**src/rtl/esg_pkg.sv**
```systemverilog
`timescale 1ns / 1ps
// Shared constants, types and CORDIC angle table for the sweep generator.
package esg_pkg;

    localparam int PHASE_BITS_DEF  = 40;
    localparam int SAMPLE_BITS_DEF = 16;
    localparam int SINE_STEPS_DEF  = 16;

    localparam int CFG_IDX_W = 3;
    typedef enum logic [CFG_IDX_W-1:0] {
        REG_PHASE_START     = 3'd0,
        REG_INCREMENT_START = 3'd1,
        REG_INCREMENT_RATIO = 3'd2,
        REG_ENVELOPE_START  = 3'd3,
        REG_ENVELOPE_RATIO  = 3'd4,
        REG_SAMPLE_TOTAL    = 3'd5
    } cfg_reg_t;

    localparam logic [31:0] RATIO_ONE   = 32'h4000_0000;
    localparam logic [30:0] AMP_ONE     = 31'h4000_0000;
    localparam logic [30:0] AMP_MAX     = 31'h7FFF_FFFF;
    localparam logic [34:0] CORDIC_GAIN = 35'd652032874;

    // controller -> datapath
    typedef struct packed {
        logic load;      // reload start values
        logic sine_init; // start CORDIC for the current phase
        logic sine_iter; // one CORDIC iteration
        logic mult;      // register products
        logic finish;    // form sample, advance state
    } esg_cmd_t;

    // datapath -> controller
    typedef struct packed {
        logic last;      // current sample is the final one
    } esg_stat_t;

    // atan(2^-i) in units of 2^-32 turn
    function automatic logic [31:0] atan_turns(input logic [4:0] i);
        logic [31:0] t;
        case (i)
            5'd0:  t = 32'h20000000;  5'd1:  t = 32'h12E4051E;
            5'd2:  t = 32'h09FB385B;  5'd3:  t = 32'h051111D4;
            5'd4:  t = 32'h028B0D43;  5'd5:  t = 32'h0145D7E1;
            5'd6:  t = 32'h00A2F61E;  5'd7:  t = 32'h00517C55;
            5'd8:  t = 32'h0028BE53;  5'd9:  t = 32'h00145F2F;
            5'd10: t = 32'h000A2F98;  5'd11: t = 32'h000517CC;
            5'd12: t = 32'h00028BE6;  5'd13: t = 32'h000145F3;
            5'd14: t = 32'h0000A2FA;  5'd15: t = 32'h0000517D;
            5'd16: t = 32'h000028BE;  5'd17: t = 32'h0000145F;
            5'd18: t = 32'h00000A30;  5'd19: t = 32'h00000518;
            5'd20: t = 32'h0000028C;  5'd21: t = 32'h00000146;
            5'd22: t = 32'h000000A3;  5'd23: t = 32'h00000051;
            default: t = 32'h0;
        endcase
        return t;
    endfunction

endpackage

```
**src/rtl/esg_ctrl.sv**
```systemverilog
`timescale 1ns / 1ps
// Sequencer: accepts a tick, runs the CORDIC iterations and the output stage.
module esg_ctrl #(
    parameter int SINE_STEPS = esg_pkg::SINE_STEPS_DEF
) (
    input  logic                aclk,
    input  logic                aresetn,
    input  logic                s_valid,
    output logic                s_ready,
    input  logic                s_restart,
    output logic                m_valid,
    input  logic                m_ready,
    output esg_pkg::esg_cmd_t   cmd,
    input  esg_pkg::esg_stat_t  stat
);
    import esg_pkg::*;

    localparam int CNT_W = $clog2(SINE_STEPS + 1);

    typedef enum logic [2:0] {S_IDLE, S_INIT, S_ITER, S_MULT, S_DONE} state_t;

    state_t             state_reg, state_next;
    logic [CNT_W-1:0]   cnt_reg, cnt_next;
    logic               running_reg, running_next;
    logic               m_valid_reg, m_valid_next;

    wire accept = s_valid && s_ready;
    wire out_free = !m_valid_reg || m_ready;

    assign s_ready = (state_reg == S_IDLE);
    assign m_valid = m_valid_reg;

    always_comb begin
        state_next   = state_reg;
        cnt_next     = cnt_reg;
        running_next = running_reg;
        m_valid_next = m_valid_reg && !m_ready;
        cmd          = '0;
        unique case (state_reg)
            S_IDLE: begin
                if (accept) begin
                    if (s_restart) begin
                        cmd.load     = 1'b1;
                        running_next = 1'b1;
                        state_next   = S_INIT;
                    end else if (running_reg) begin
                        state_next = S_INIT;
                    end
                end
            end
            S_INIT: begin
                cmd.sine_init = 1'b1;
                cnt_next      = '0;
                state_next    = S_ITER;
            end
            S_ITER: begin
                cmd.sine_iter = 1'b1;
                cnt_next      = cnt_reg + 1'b1;
                if (cnt_reg == CNT_W'(SINE_STEPS - 1)) state_next = S_MULT;
            end
            S_MULT: begin
                cmd.mult   = 1'b1;
                state_next = S_DONE;
            end
            S_DONE: begin
                if (out_free) begin
                    cmd.finish   = 1'b1;
                    m_valid_next = 1'b1;
                    if (stat.last) running_next = 1'b0;
                    state_next   = S_IDLE;
                end
            end
            default: state_next = S_IDLE;
        endcase
    end

    always_ff @(posedge aclk) begin
        if (!aresetn) begin
            state_reg   <= S_IDLE;
            cnt_reg     <= '0;
            running_reg <= 1'b0;
            m_valid_reg <= 1'b0;
        end else begin
            state_reg   <= state_next;
            cnt_reg     <= cnt_next;
            running_reg <= running_next;
            m_valid_reg <= m_valid_next;
        end
    end

endmodule

```
**config.mk**
```make
export PLATFORM = sky130hd
export DESIGN_NAME = esg_ctrl
export DESIGN_NICKNAME = d
export VERILOG_FILES = /design/src/rtl/esg_pkg.sv /design/src/rtl/esg_ctrl.sv
export SDC_FILE = /design/constraint.sdc
export NUM_CORES = 1
export LEC_CHECK = 0
export BUFFER_PORTS_ARGS = -buffer_cell sky130_fd_sc_hd__buf_4
export CAP_MARGIN = 5
export CORE_AREA = 2 2 39 41
export DETAILED_ROUTE_END_ITERATION = 7
export DIE_AREA = 0 0 41 43
export PLACE_DENSITY = 0.82
export SLEW_MARGIN = 15
export SYNTH_ARGS = -nofsm -noshare
export SYNTH_HDL_FRONTEND = slang
export SYNTH_SLANG_ARGS = --single-unit
```
**constraint.sdc**
```tcl
create_clock -name aclk -period 3.2 [get_ports aclk]
set_input_delay 0 -clock aclk [delete_from_list [all_inputs] [get_ports aclk]]
set_output_delay 0 -clock aclk [all_outputs]
set_load 0.1 [all_outputs]
```
==> metrics.md, run 1 <==
| Metric | Value |
|---|---|
| Status | completed |
| Top_reg_cell synth | dfxtp_1 |
| Synth async-reset ratio | 0% |
| HPWL Detailed | 841 um |
| Post CTS Setup Buffer Count | 0 |
| CTS tree | done |
| Drt wl/cell | roughly 12 um |
| Post-Syn Instances | 70 |
| Cells on worst reg2reg path | 6 |
| Vias in the first global route | ~440 |
| Dominant cells by area after synthesis | dfxtp_1 31%, buf_6 5.2%, a211oi_2 3.9% |
| Post-synth net total | between 70 and 80 |
| Initial antenna violation count | 0 |
| MaxCap Viol Count | 0 |
| Final Hold Fails | 0 |
| Top-count cell post-synth | dfxtp_1 |
| Router iterations before antenna repair | 4 |
| Worst Max-Slew Pin Slew | 0.668 ns |
| Seq. cell area | about 200 um2 |
| Post-synth top cells | 10 x dfxtp_1, 6 x nor2_1, 5 x a21oi_1 |
| Clk Latency, worst-skew pair | roughly 0.26 ns |
| Placer congestion estimate | 0.703 |
| Share of cells above drive strength 1 | around 30% |
| All-layer global routing usage | roughly 15% |
| CTS buffer count | 3 |
| RSZ-0062 raised after global routing | false |
| Die area | around 1800 um2 |
| Hold_buf cts | 1 |
| Die Span Y | ~43 um |
| Hold Startpoint | aresetn |
| Power per Cell Area | ~400 nW/um2 |
| Core ar. | around 1400 um2 |
| CTS H-tree depth | 1 |
| CTS sink cnt | 10 |
| Worst Path Max Fanout | 14 |
| GRT overflow | 0 |
| # DRC | 0 |
| Placed cells | 92 |
| F_max | about 0.57 GHz |
| Pin count of the biggest net entering global routing | 19 |
| #FFs+latches synth | 10 |
| Slew headroom | 55.4% |
| CTS clk-pin slew, worst paths | ~0.060 ns |
| FF-to-FF Start | cnt_reg[0] |
| Endpoints failing setup | 0 |
| Final period util | around 55% |
| Worst path arrival time | approximately 1.8 ns |
| Clock skew | about 0.0035 ns |
| Starting density of the core | between 40% and 50% |
| Minimum clock period | 1.76 ns |
| Drt total wl | 1.13 mm |
| R2R Path End | cnt_reg[4] |
| Sequential area share after synthesis | 30.8% |
| Multi-input gate area | a little under 400 um2 |
| # nets final | 90 |
| CP Cell Sequence | nor3b_2 > and2b_1 > buf_4 |
| Num rows | 14 |
| Antenna Cells | 0 |
| Antenna-violating nets left | 0 |
| Via count | 519 |
| Critical Path Max Stage Delay | ~0.67 ns |
| Port bufs | 12 |
| Clock tree buffer depth | 2 |
| Worst Hold Path Cells | 2 |
| Hold path endpoint | state_reg[0] |
| CP Class | reg2out |
| Routed vias/inst | between 5 and 6 |
| Worst Hold Class | in2reg |
| Peak VDD IR | between 0.15 and 0.2 mV |
| Leak pwr | around 0.3 nW |
| Number of flip-flops in the largest register | 5 |
| Fill cell count | roughly 120 |
| Synth unique cells | 35 |
| # IOs | 13 |
| Die X | just over 40 um |
| CP Data Required Time | between 3 and 4 ns |
| Slowest-stage cell, CP | dfxtp_1 |
| Netlist Area Pre-Place | 649 um2 |
| 1st-iter DRT viols | 6 |
| Reg-to-reg slack, setup | around 1.7 ns |
| First-pass GRT wire length | about 1.8 mm |
| Worst Setup Start Kind | register |
| Slew Viols, Final | 0 |
| Final TNS setup | 0 ns |
| CP endpoint kind | output port |
| Cts repair resizes | 0 |
| Overall power | just under 300 uW |
| Synth Area per Inst | between 9 and 10 um2 |
| Synth top area share | 30.8% |
| Synthesis Warnings | 0 |
| Area Overhead vs Synth | 13.7% |
| Fin cells | 96 |
| Leading area contributor after synthesis | dfxtp_1 |
| CTS Root Buffer Type | clkbuf_4 |
| EDFF count, synth | 0 |
logic make-up after synthesis:
group / after synthesis / synth area share, %
mux: 2 / 3.08
xor+xnor: 1 / 1.35
flops: 10 / 30.8
fa+ha+maj: 2 / 3.85
buf+inv: 8 / 9.44
compound gates: 17 / 17.5
simple gates: 30 / 33.9
critical path: cells and delay by family (launching register included):
| family | cells | cell delay (ns) |
|---|---|---|
| buf+inv | 1 | 0.30 |
| flops | 1 | 0.67 |
| simple gates | 2 | 0.52 |
power by group:
group | switching (mW) | internal (mW)
sequential | 0.0114 | 0.129
combinational | 0.0471 | 0.0227
clock | 0.0412 | 0.0434
total | 0.0998 | 0.195
cell type report:
cell class | instances | area share (%)
Clock buffer | 3 | 3.05
Sequential cell | 10 | 27.1
Timing Repair Buffer | 13 | 13.6
Inverter | 2 | 1.02
Tap cell | 16 | 2.71
Multi-Input combinational cell | 52 | 52.5
worst max-delay path by stage:
stage | startpoint | to | slack (ns) | depth (start not counted)
2_1_floorplan | state_reg[1] | cmd[3] | 0.37 | 3
3_3_place_gp | cnt_reg[0] | cnt_reg[4] | 1.71 | 6
3_5_place_dp | cnt_reg[0] | cnt_reg[4] | 1.69 | 6
4_1_cts | state_reg[2] | cmd[0] | 1.44 | 3
5_1_grt | state_reg[2] | cmd[0] | 1.33 | 3
6_report | state_reg[2] | cmd[0] | 1.44 | 3
layer usage:
| layer | track usage [%] | share of wire (%) | vias up |
|---|---|---|---|
| met5 | 0 | 0 | - |
| met4 | 10.0 | 1.2 | 0 |
| met3 | 3.14 | 3.6 | 2 |
| met2 | 21.9 | 50 | 15 |
| met1 | 19.2 | 45 | 229 |
| li1 | - | - | 273 |
layout by cell type, fill, tap and decap left out, drive strengths merged, types with 2 or more instances in the layout:
cell type	Yosys	final
mux2i	2	2
nor2	7	7
nand2	3	3
o211ai	2	2
clkbuf	0	3
nor2b	2	2
dfxtp	10	10
a21oi	5	5
buf	6	12
and2	2	2
nor3b	3	3
a211oi	2	2
nand3	2	2
ha	2	2
o21ai	4	4
nor4b	2	2
inv	2	2
and3	3	3
nor3	2	2
through the flow:
stage | worst slack [ns] | hold slack (ns) | util (%) | instance area [um2]
floorplan | 0.370 | 0.0931 | - | 649
global placement | 1.71 | 0.185 | 51.0 | 706
detailed placement | 1.69 | 0.187 | 51.0 | 706
CTS | 1.44 | 0.0321 | 53.3 | 738
global route | 1.33 | 0.0317 | 53.3 | 738
finish | 1.44 | 0.0307 | 53.3 | 738
(Power assumes the default switching activity.)
==> inputs of run 2 (changes only) <==
clock period = 1.75 ns   (was 3.2 ns; I/O delays follow)
==> run 2 against run 1 <==
Against the previous run: sequential power up 77%; register-to-register slack lost 1.4 ns; largest cell class unchanged; largest power group unchanged; critical endpoint is now cmd[1]; non-clock buffer count up 3.
==> metrics.md, run 2 (synthesis gave the netlist of run 1 again) <==
| Metric | Value |
|---|---|
| Status | completed |
| Drt total wl | 1.30 mm (+15%) |
| Vias in the first global route | 451 (+3.4%) |
| HPWL Detailed | 892 um (+6.0%) |
| CTS clk-pin slew, worst paths | 0.07 ns (about the same) |
| Hold path endpoint | state_reg[0] |
| Most frequent cells in the layout | 15 x buf_4, 9 x dfxtp_1, 6 x nor2_1 |
| Overall power | 557 uW (+89%) |
| Initial antenna violation count | 0 (unchanged) |
| Die Span Y | 43 um (unchanged) |
| Cells on worst reg2reg path | 6 (unchanged) |
| Final TNS setup | 0 ns (unchanged) |
| Worst Max-Slew Pin Slew | 0.426 ns (-0.242 ns) |
| Antenna-violating nets left | 0 (unchanged) |
| Area Overhead vs Synth | 20.0% |
| CTS tree | done |
| Placed cells | 95 (+3.3%) |
| # nets final | 93 (+3.3%) |
| Share of cells above drive strength 1 | 37.3% (+7.3 points) |
| Commonest non-fill, non-tap cell in the layout | buf_4 |
| Endpoints failing setup | 0 (unchanged) |
| Power per Cell Area | 715 nW/um2 (+79%) |
| F_max | 0.619 GHz |
| All-layer global routing usage | 17.3% (+2.2 points) |
| Die X | 41 um (unchanged) |
| MaxCap Viol Count | 0 (unchanged) |
| Worst Hold Path Cells | 2 (unchanged) |
| Leak pwr | 0.321 nW (+5.8%) |
| Routed vias/inst | 5.47 (+1.3%) |
| Worst Path Max Fanout | 10 (-4) |
| Worst path arrival time | 1.62 ns (-0.14 ns) |
| CP Data Required Time | 1.75 ns (-1.45 ns) |
| Core ar. | 1380 um2 (unchanged) |
| Hold Startpoint | aresetn |
| Router iterations before antenna repair | 4 (unchanged) |
| Drt wl/cell | 13.1 um (+11%) |
| CTS Root Buffer Type | clkbuf_4 |
| Final Hold Fails | 0 (unchanged) |
| Post CTS Setup Buffer Count | 0 (unchanged) |
| Via count | 542 (+4.4%) |
| Setup slack after placement | 0.269 ns (-1.42 ns) |
| Placer congestion estimate | 0.746 (+6.1%) |
| Clock tree buffer depth | 2 (unchanged) |
| # DRC | 0 (unchanged) |
| Antenna Cells | 0 (unchanged) |
| Clk Latency, worst-skew pair | 0.27 ns (about the same) |
| CP endpoint kind | output port |
| Reg-to-reg slack, setup | 0.26 ns (-1.43 ns) |
| Peak VDD IR | 0.399 mV (+130%) |
| Fill cell count | 122 (+3.4%) |
| RSZ-0062 raised after global routing | false |
| Die area | 1760 um2 (unchanged) |
| CP Cell Sequence | nor2b_1 > and2_2 > buf_4 |
| FF-to-FF Start | cnt_reg[0] |
| R2R Path End | cnt_reg[4] |
| Number of flip-flops in the largest register | 5 (unchanged) |
| Worst Setup Start Kind | register |
| 1st-iter DRT viols | 4 (-2) |
| CTS sink cnt | 10 (unchanged) |
| CTS buffer count | 3 (unchanged) |
| Slew headroom | 71.6% (+16 points) |
| Fin cells | 99 (+3.1%) |
| # IOs | 13 (unchanged) |
| CP Buf/Inv Count | 1 (unchanged) |
| Slowest-stage cell, CP | dfxtp_1 |
| First-pass GRT wire length | 2.06 mm (+16%) |
| CP top delay family | flip-flops |
| Worst setup path start | state_reg[1] |
| Worst Hold Class | in2reg |
| Num rows | 14 (unchanged) |
| Critical Path Max Stage Delay | 0.58 ns (-0.09 ns) |
| CP Class | reg2out |
| WHS | 0.0273 ns (-0.00339 ns) |
| Port bufs | 12 (unchanged) |
| Pin count of the biggest net entering global routing | 13 (-6) |
| PnR worst setup slack | 0.135 ns (-1.31 ns) |
| Starting density of the core | 46.9% (unchanged) |
| Minimum clock period | approximately 1.6 ns |
| Slew Viols, Final | 0 (unchanged) |
| Clock skew | 0.00239 ns (-0.00107 ns) |
| Final period util | a little over 90% |
| Critical path depth in cells | 3 (unchanged) |
| GRT overflow | 0 (unchanged) |
| CTS H-tree depth | 1 (unchanged) |
==> run 2: metrics by stage <==
stage | util (%) | area [um2]
finish | 56.3 | 779
global placement | 54.0 | 747
floorplan | - | 668
detailed placement | 54.0 | 747
CTS | 56.3 | 779
global route | 56.3 | 779
==> run 2: layout make-up <==
| cell class | count | area (um2) | area share [%] |
|---|---|---|---|
| sequential | 10 | 201 | 25.8 |
| multi-input combinational | 52 | 405 | 52.0 |
| inverter | 2 | 7.51 | 0.963 |
| clock buffer | 3 | 22.5 | 2.89 |
| timing repair buffer | 16 | 123 | 15.7 |
| tap | 16 | 20.0 | 2.57 |
==> run 2: worst max-delay path by stage <==
| stage | end | slack [ns] |
|---|---|---|
| 2_1_floorplan | cmd[4] | -0.04 |
| 3_3_place_gp | cnt_reg[4] | 0.30 |
| 3_5_place_dp | cnt_reg[4] | 0.27 |
| 4_1_cts | cmd[1] | 0.11 |
| 5_1_grt | cmd[1] | 0.02 |
| 6_report | cmd[1] | 0.13 |
==> run 2: worst register-to-register path, delay by kind of cell (launching register included) <==
family | cells | cell delay, ns
AOI/OAI and AO/OA | 1 | 0.07
adders and majority gates | 2 | 0.53
DFF | 1 | 0.34
and+or+nand+nor | 3 | 0.48
==> run 2: metal layers <==
metal	part of all wire [%]	wire length (um)	track usage, %
met5	0	0	0
met4	1.8	23	8.00
met3	2.2	29	3.14
met2	51	656	25.9
met1	45	585	23.1
==> run 2: timing repair <==
action / 4_1_cts / 5_1_grt
endpoints found under the hold margin: 1 / 0
gates resized for setup: 0 / 0
hold buffers: 1 / 0
==> run 2: report_power, final <==
| group | internal (mW) | switching [mW] |
|---|---|---|
| clock | 0.0796 | 0.0821 |
| sequential | 0.235 | 0.0131 |
| combinational | 0.0484 | 0.0990 |
==> inputs of run 3 (changes only) <==
ABC_AREA = 1   (was default)
PLACE_DENSITY = 0.78   (was 0.82)
==> run 3 against run 2 <==
Against the previous run: register-to-register slack gained 0.14 ns; core utilization decreased by 0.90 points; wire length down 17%; combinational power rose to 2.7 times the previous value; synthesized area down 8.5%; via count grew 3.5%.
==> metrics.md, run 3 <==
| Metric | Value |
|---|---|
| Vias in the first global route | 505 (+12%) |
| F_max | 0.710 GHz (+15%) |
| Share of cells above drive strength 1 | 37.8% (+0.41 points) |
| Sequential area share after synthesis | 33.7% (+2.9 points) |
| Drt wl/cell | 9.46 um (-28%) |
| Final period util | 80.5% (-12 points) |
| FF-to-FF Start | cnt_reg[0] |
| Post-Place Cell Area | 721 um2 (-3.5%) |
| Initial antenna violation count | 0 (unchanged) |
| Area Overhead vs Synth | 29.1% |
| Peak VDD IR | 0.646 mV (+62%) |
| Dominant cells by area after synthesis | dfxtp_1 34%, inv_1 11%, nor2_1 6.3% |
| CTS buffer count | 3 (unchanged) |
| Slew headroom | 77.8% (+6.3 points) |
| CTS tree | done |
| MaxCap Viol Count | 0 (unchanged) |
| Worst path arrival time | 1.41 ns (-0.21 ns) |
| # DRC | 0 (unchanged) |
| Seq. cell area | 201 um2 (unchanged) |
| # IOs | 13 (unchanged) |
| CP Class | reg2out |
| Slew Viols, Final | 0 (unchanged) |
| Post-route design area | 767 um2 (-1.6%) |
| Port bufs | 12 (unchanged) |
| Core ar. | 1380 um2 (unchanged) |
| Top-count cell post-synth | inv_1 |
| WHS | 0.0280 ns (+0.000700 ns) |
| Most frequent cells in the layout | 18 x inv_1, 12 x buf_4, 9 x nor2_1, 9 x dfxtp_1, 5 x nand2_1 |
| CP Data Required Time | 1.75 ns (about the same) |
| #FFs+latches synth | 10 (unchanged) |
| All-layer global routing usage | 15.7% (-1.7 points) |
| Post-synth net total | 90 (+15%) |
| Worst Hold Class | in2reg |
| Starting density of the core | 42.9% (-4.0 points) |
| Clock skew | 0.000550 ns (-0.00184 ns) |
| Synth Area per Inst | 7.25 um2 (-22%) |
| CTS Root Buffer Type | clkbuf_4 |
| Commonest non-fill, non-tap cell in the layout | inv_1 |
| Top_reg_cell synth | dfxtp_1 |
| GRT overflow | 0 (unchanged) |
| Clk Latency, worst-skew pair | 0.27 ns (about the same) |
| # nets final | 107 (+15%) |
| Cts repair resizes | 0 (unchanged) |
| Fin util | 55.4% (-0.90 points) |
| Via count | 561 (+3.5%) |
| Worst Path Max Fanout | 7 (-3) |
| Hold Startpoint | m_ready |
| Final Hold Fails | 0 (unchanged) |
| Minimum clock period | 1.41 ns (-0.206 ns) |
| Post-Syn Instances | 82 (+17%) |
| Worst setup path start | state_reg[2] |
| CTS clk-pin slew, worst paths | 0.06 ns (about the same) |
| Synth async-reset ratio | 0% (unchanged) |
| 1st-iter DRT viols | 12 (+8) |
| Num rows | 14 (unchanged) |
| Multi-input gate area | 329 um2 (-19%) |
| CP endpoint kind | output port |
| EDFF count, synth | 0 (unchanged) |
| Overall power | 875 uW (+57%) |
| Synth unique cells | 23 (-34%) |
| CTS H-tree depth | 1 (unchanged) |
| Number of flip-flops in the largest register | 5 (unchanged) |
| Post-synth top cells | 18 x inv_1, 10 x dfxtp_1, 10 x nor2_1 |
| Placer congestion estimate | 0.760 (+1.9%) |
| Worst Setup Start Kind | register |
| Die Span Y | 43 um (unchanged) |
| First-pass GRT wire length | 1.85 mm (-10%) |
| Router iterations before antenna repair | 5 (+1) |
| Synthesis Warnings | 0 (unchanged) |
| HPWL Detailed | 880 um (-1.3%) |
| Drt total wl | 1.08 mm (-17%) |
| Antenna Cells | 0 (unchanged) |
| Leading area contributor after synthesis | dfxtp_1 |
| Final TNS setup | 0 ns (unchanged) |
| Die area | 1760 um2 (unchanged) |
| Fill cell count | 147 (+20%) |
| Endpoints failing setup | 0 (unchanged) |
| Antenna-violating nets left | 0 (unchanged) |
| Clock tree buffer depth | 2 (unchanged) |
| Die X | 41 um (unchanged) |
| CTS sink cnt | 10 (unchanged) |
| Power per Cell Area | 1140 nW/um2 (+60%) |
| Synth top area share | 33.7% (+2.9 points) |
| Leak pwr | 0.346 nW (+8.0%) |
| Status | completed |
| Pin count of the biggest net entering global routing | 8 (-5) |
| Routed vias/inst | 4.92 (-10%) |
| Netlist Area Pre-Place | 594 um2 (-8.5%) |
| RSZ-0062 raised after global routing | false |
| Worst Max-Slew Pin Slew | 0.332 ns (-0.0940 ns) |
run 3: cell count changes after synthesis, sizes merged, moves of 4 or more:
cell	delta
nand3	+4
inv	+18
nand2	+6
nor2	+8
buf	-5
run 3: cells by family after synthesis:
kind of cell / share of synthesized area (%)
AO/OA/AOI/OAI: 11.8
buffers and inverters: 14.7
adder cells (fa/ha/maj): 4.21
AND/OR/NAND/NOR: 35.6
flip-flops: 33.7
run 3: where the power goes:
group          total [mW]  switching, mW  internal (mW)
logic               0.394          0.295         0.0993
clock network       0.205         0.0789          0.126
registers           0.275         0.0278          0.247
total               0.875          0.402          0.473
run 3: timing repair:
item / CTS / global route
endpoints found under the hold margin: 1 / 0
hold buffers: 1 / 0
setup buffers: 0 / 0
run 3: through the flow:
step | std cells | setup WS [ns]
2_1_floorplan | 82 | 0.139
3_3_place_gp | 109 | 0.461
3_5_place_dp | 109 | 0.414
4_1_cts | 114 | 0.320
5_1_grt | 114 | 0.229
6_report | 114 | 0.341
run 3: worst max-delay path, stage by stage, from the launching register on:
cell     delay, ns
dfxtp_1       0.39
nor2_4        0.19
inv_1         0.11
nor4_4        0.13
buf_4         0.32
run 3: final timing paths:
kind	to	slack (ns)	cells after the start
hold reg to reg	running_reg	0.46	2
hold / removal	m_valid	0.03	4
setup reg to reg	cnt_reg[4]	0.40	7
setup / recovery	cmd[4]	0.34	4
run 3: metal layers:
metal / vias up / GRT usage (%) / wire (um)
met5: - / 0 / 0
met4: 0 / 12.0 / 29
met3: 3 / 3.14 / 64
met2: 17 / 25.6 / 525
met1: 253 / 16.1 / 459
li1: 288 / - / -
run 3: cell type report:
| cell class | instances | share of cell area, % |
|---|---|---|
| Clock buffer | 4 | 4.73 |
| Inverter | 21 | 10.4 |
| Multi-Input combinational cell | 50 | 42.9 |
| Sequential cell | 10 | 26.3 |
| Tap cell | 16 | 2.61 |
| Timing Repair Buffer | 13 | 13.1 |
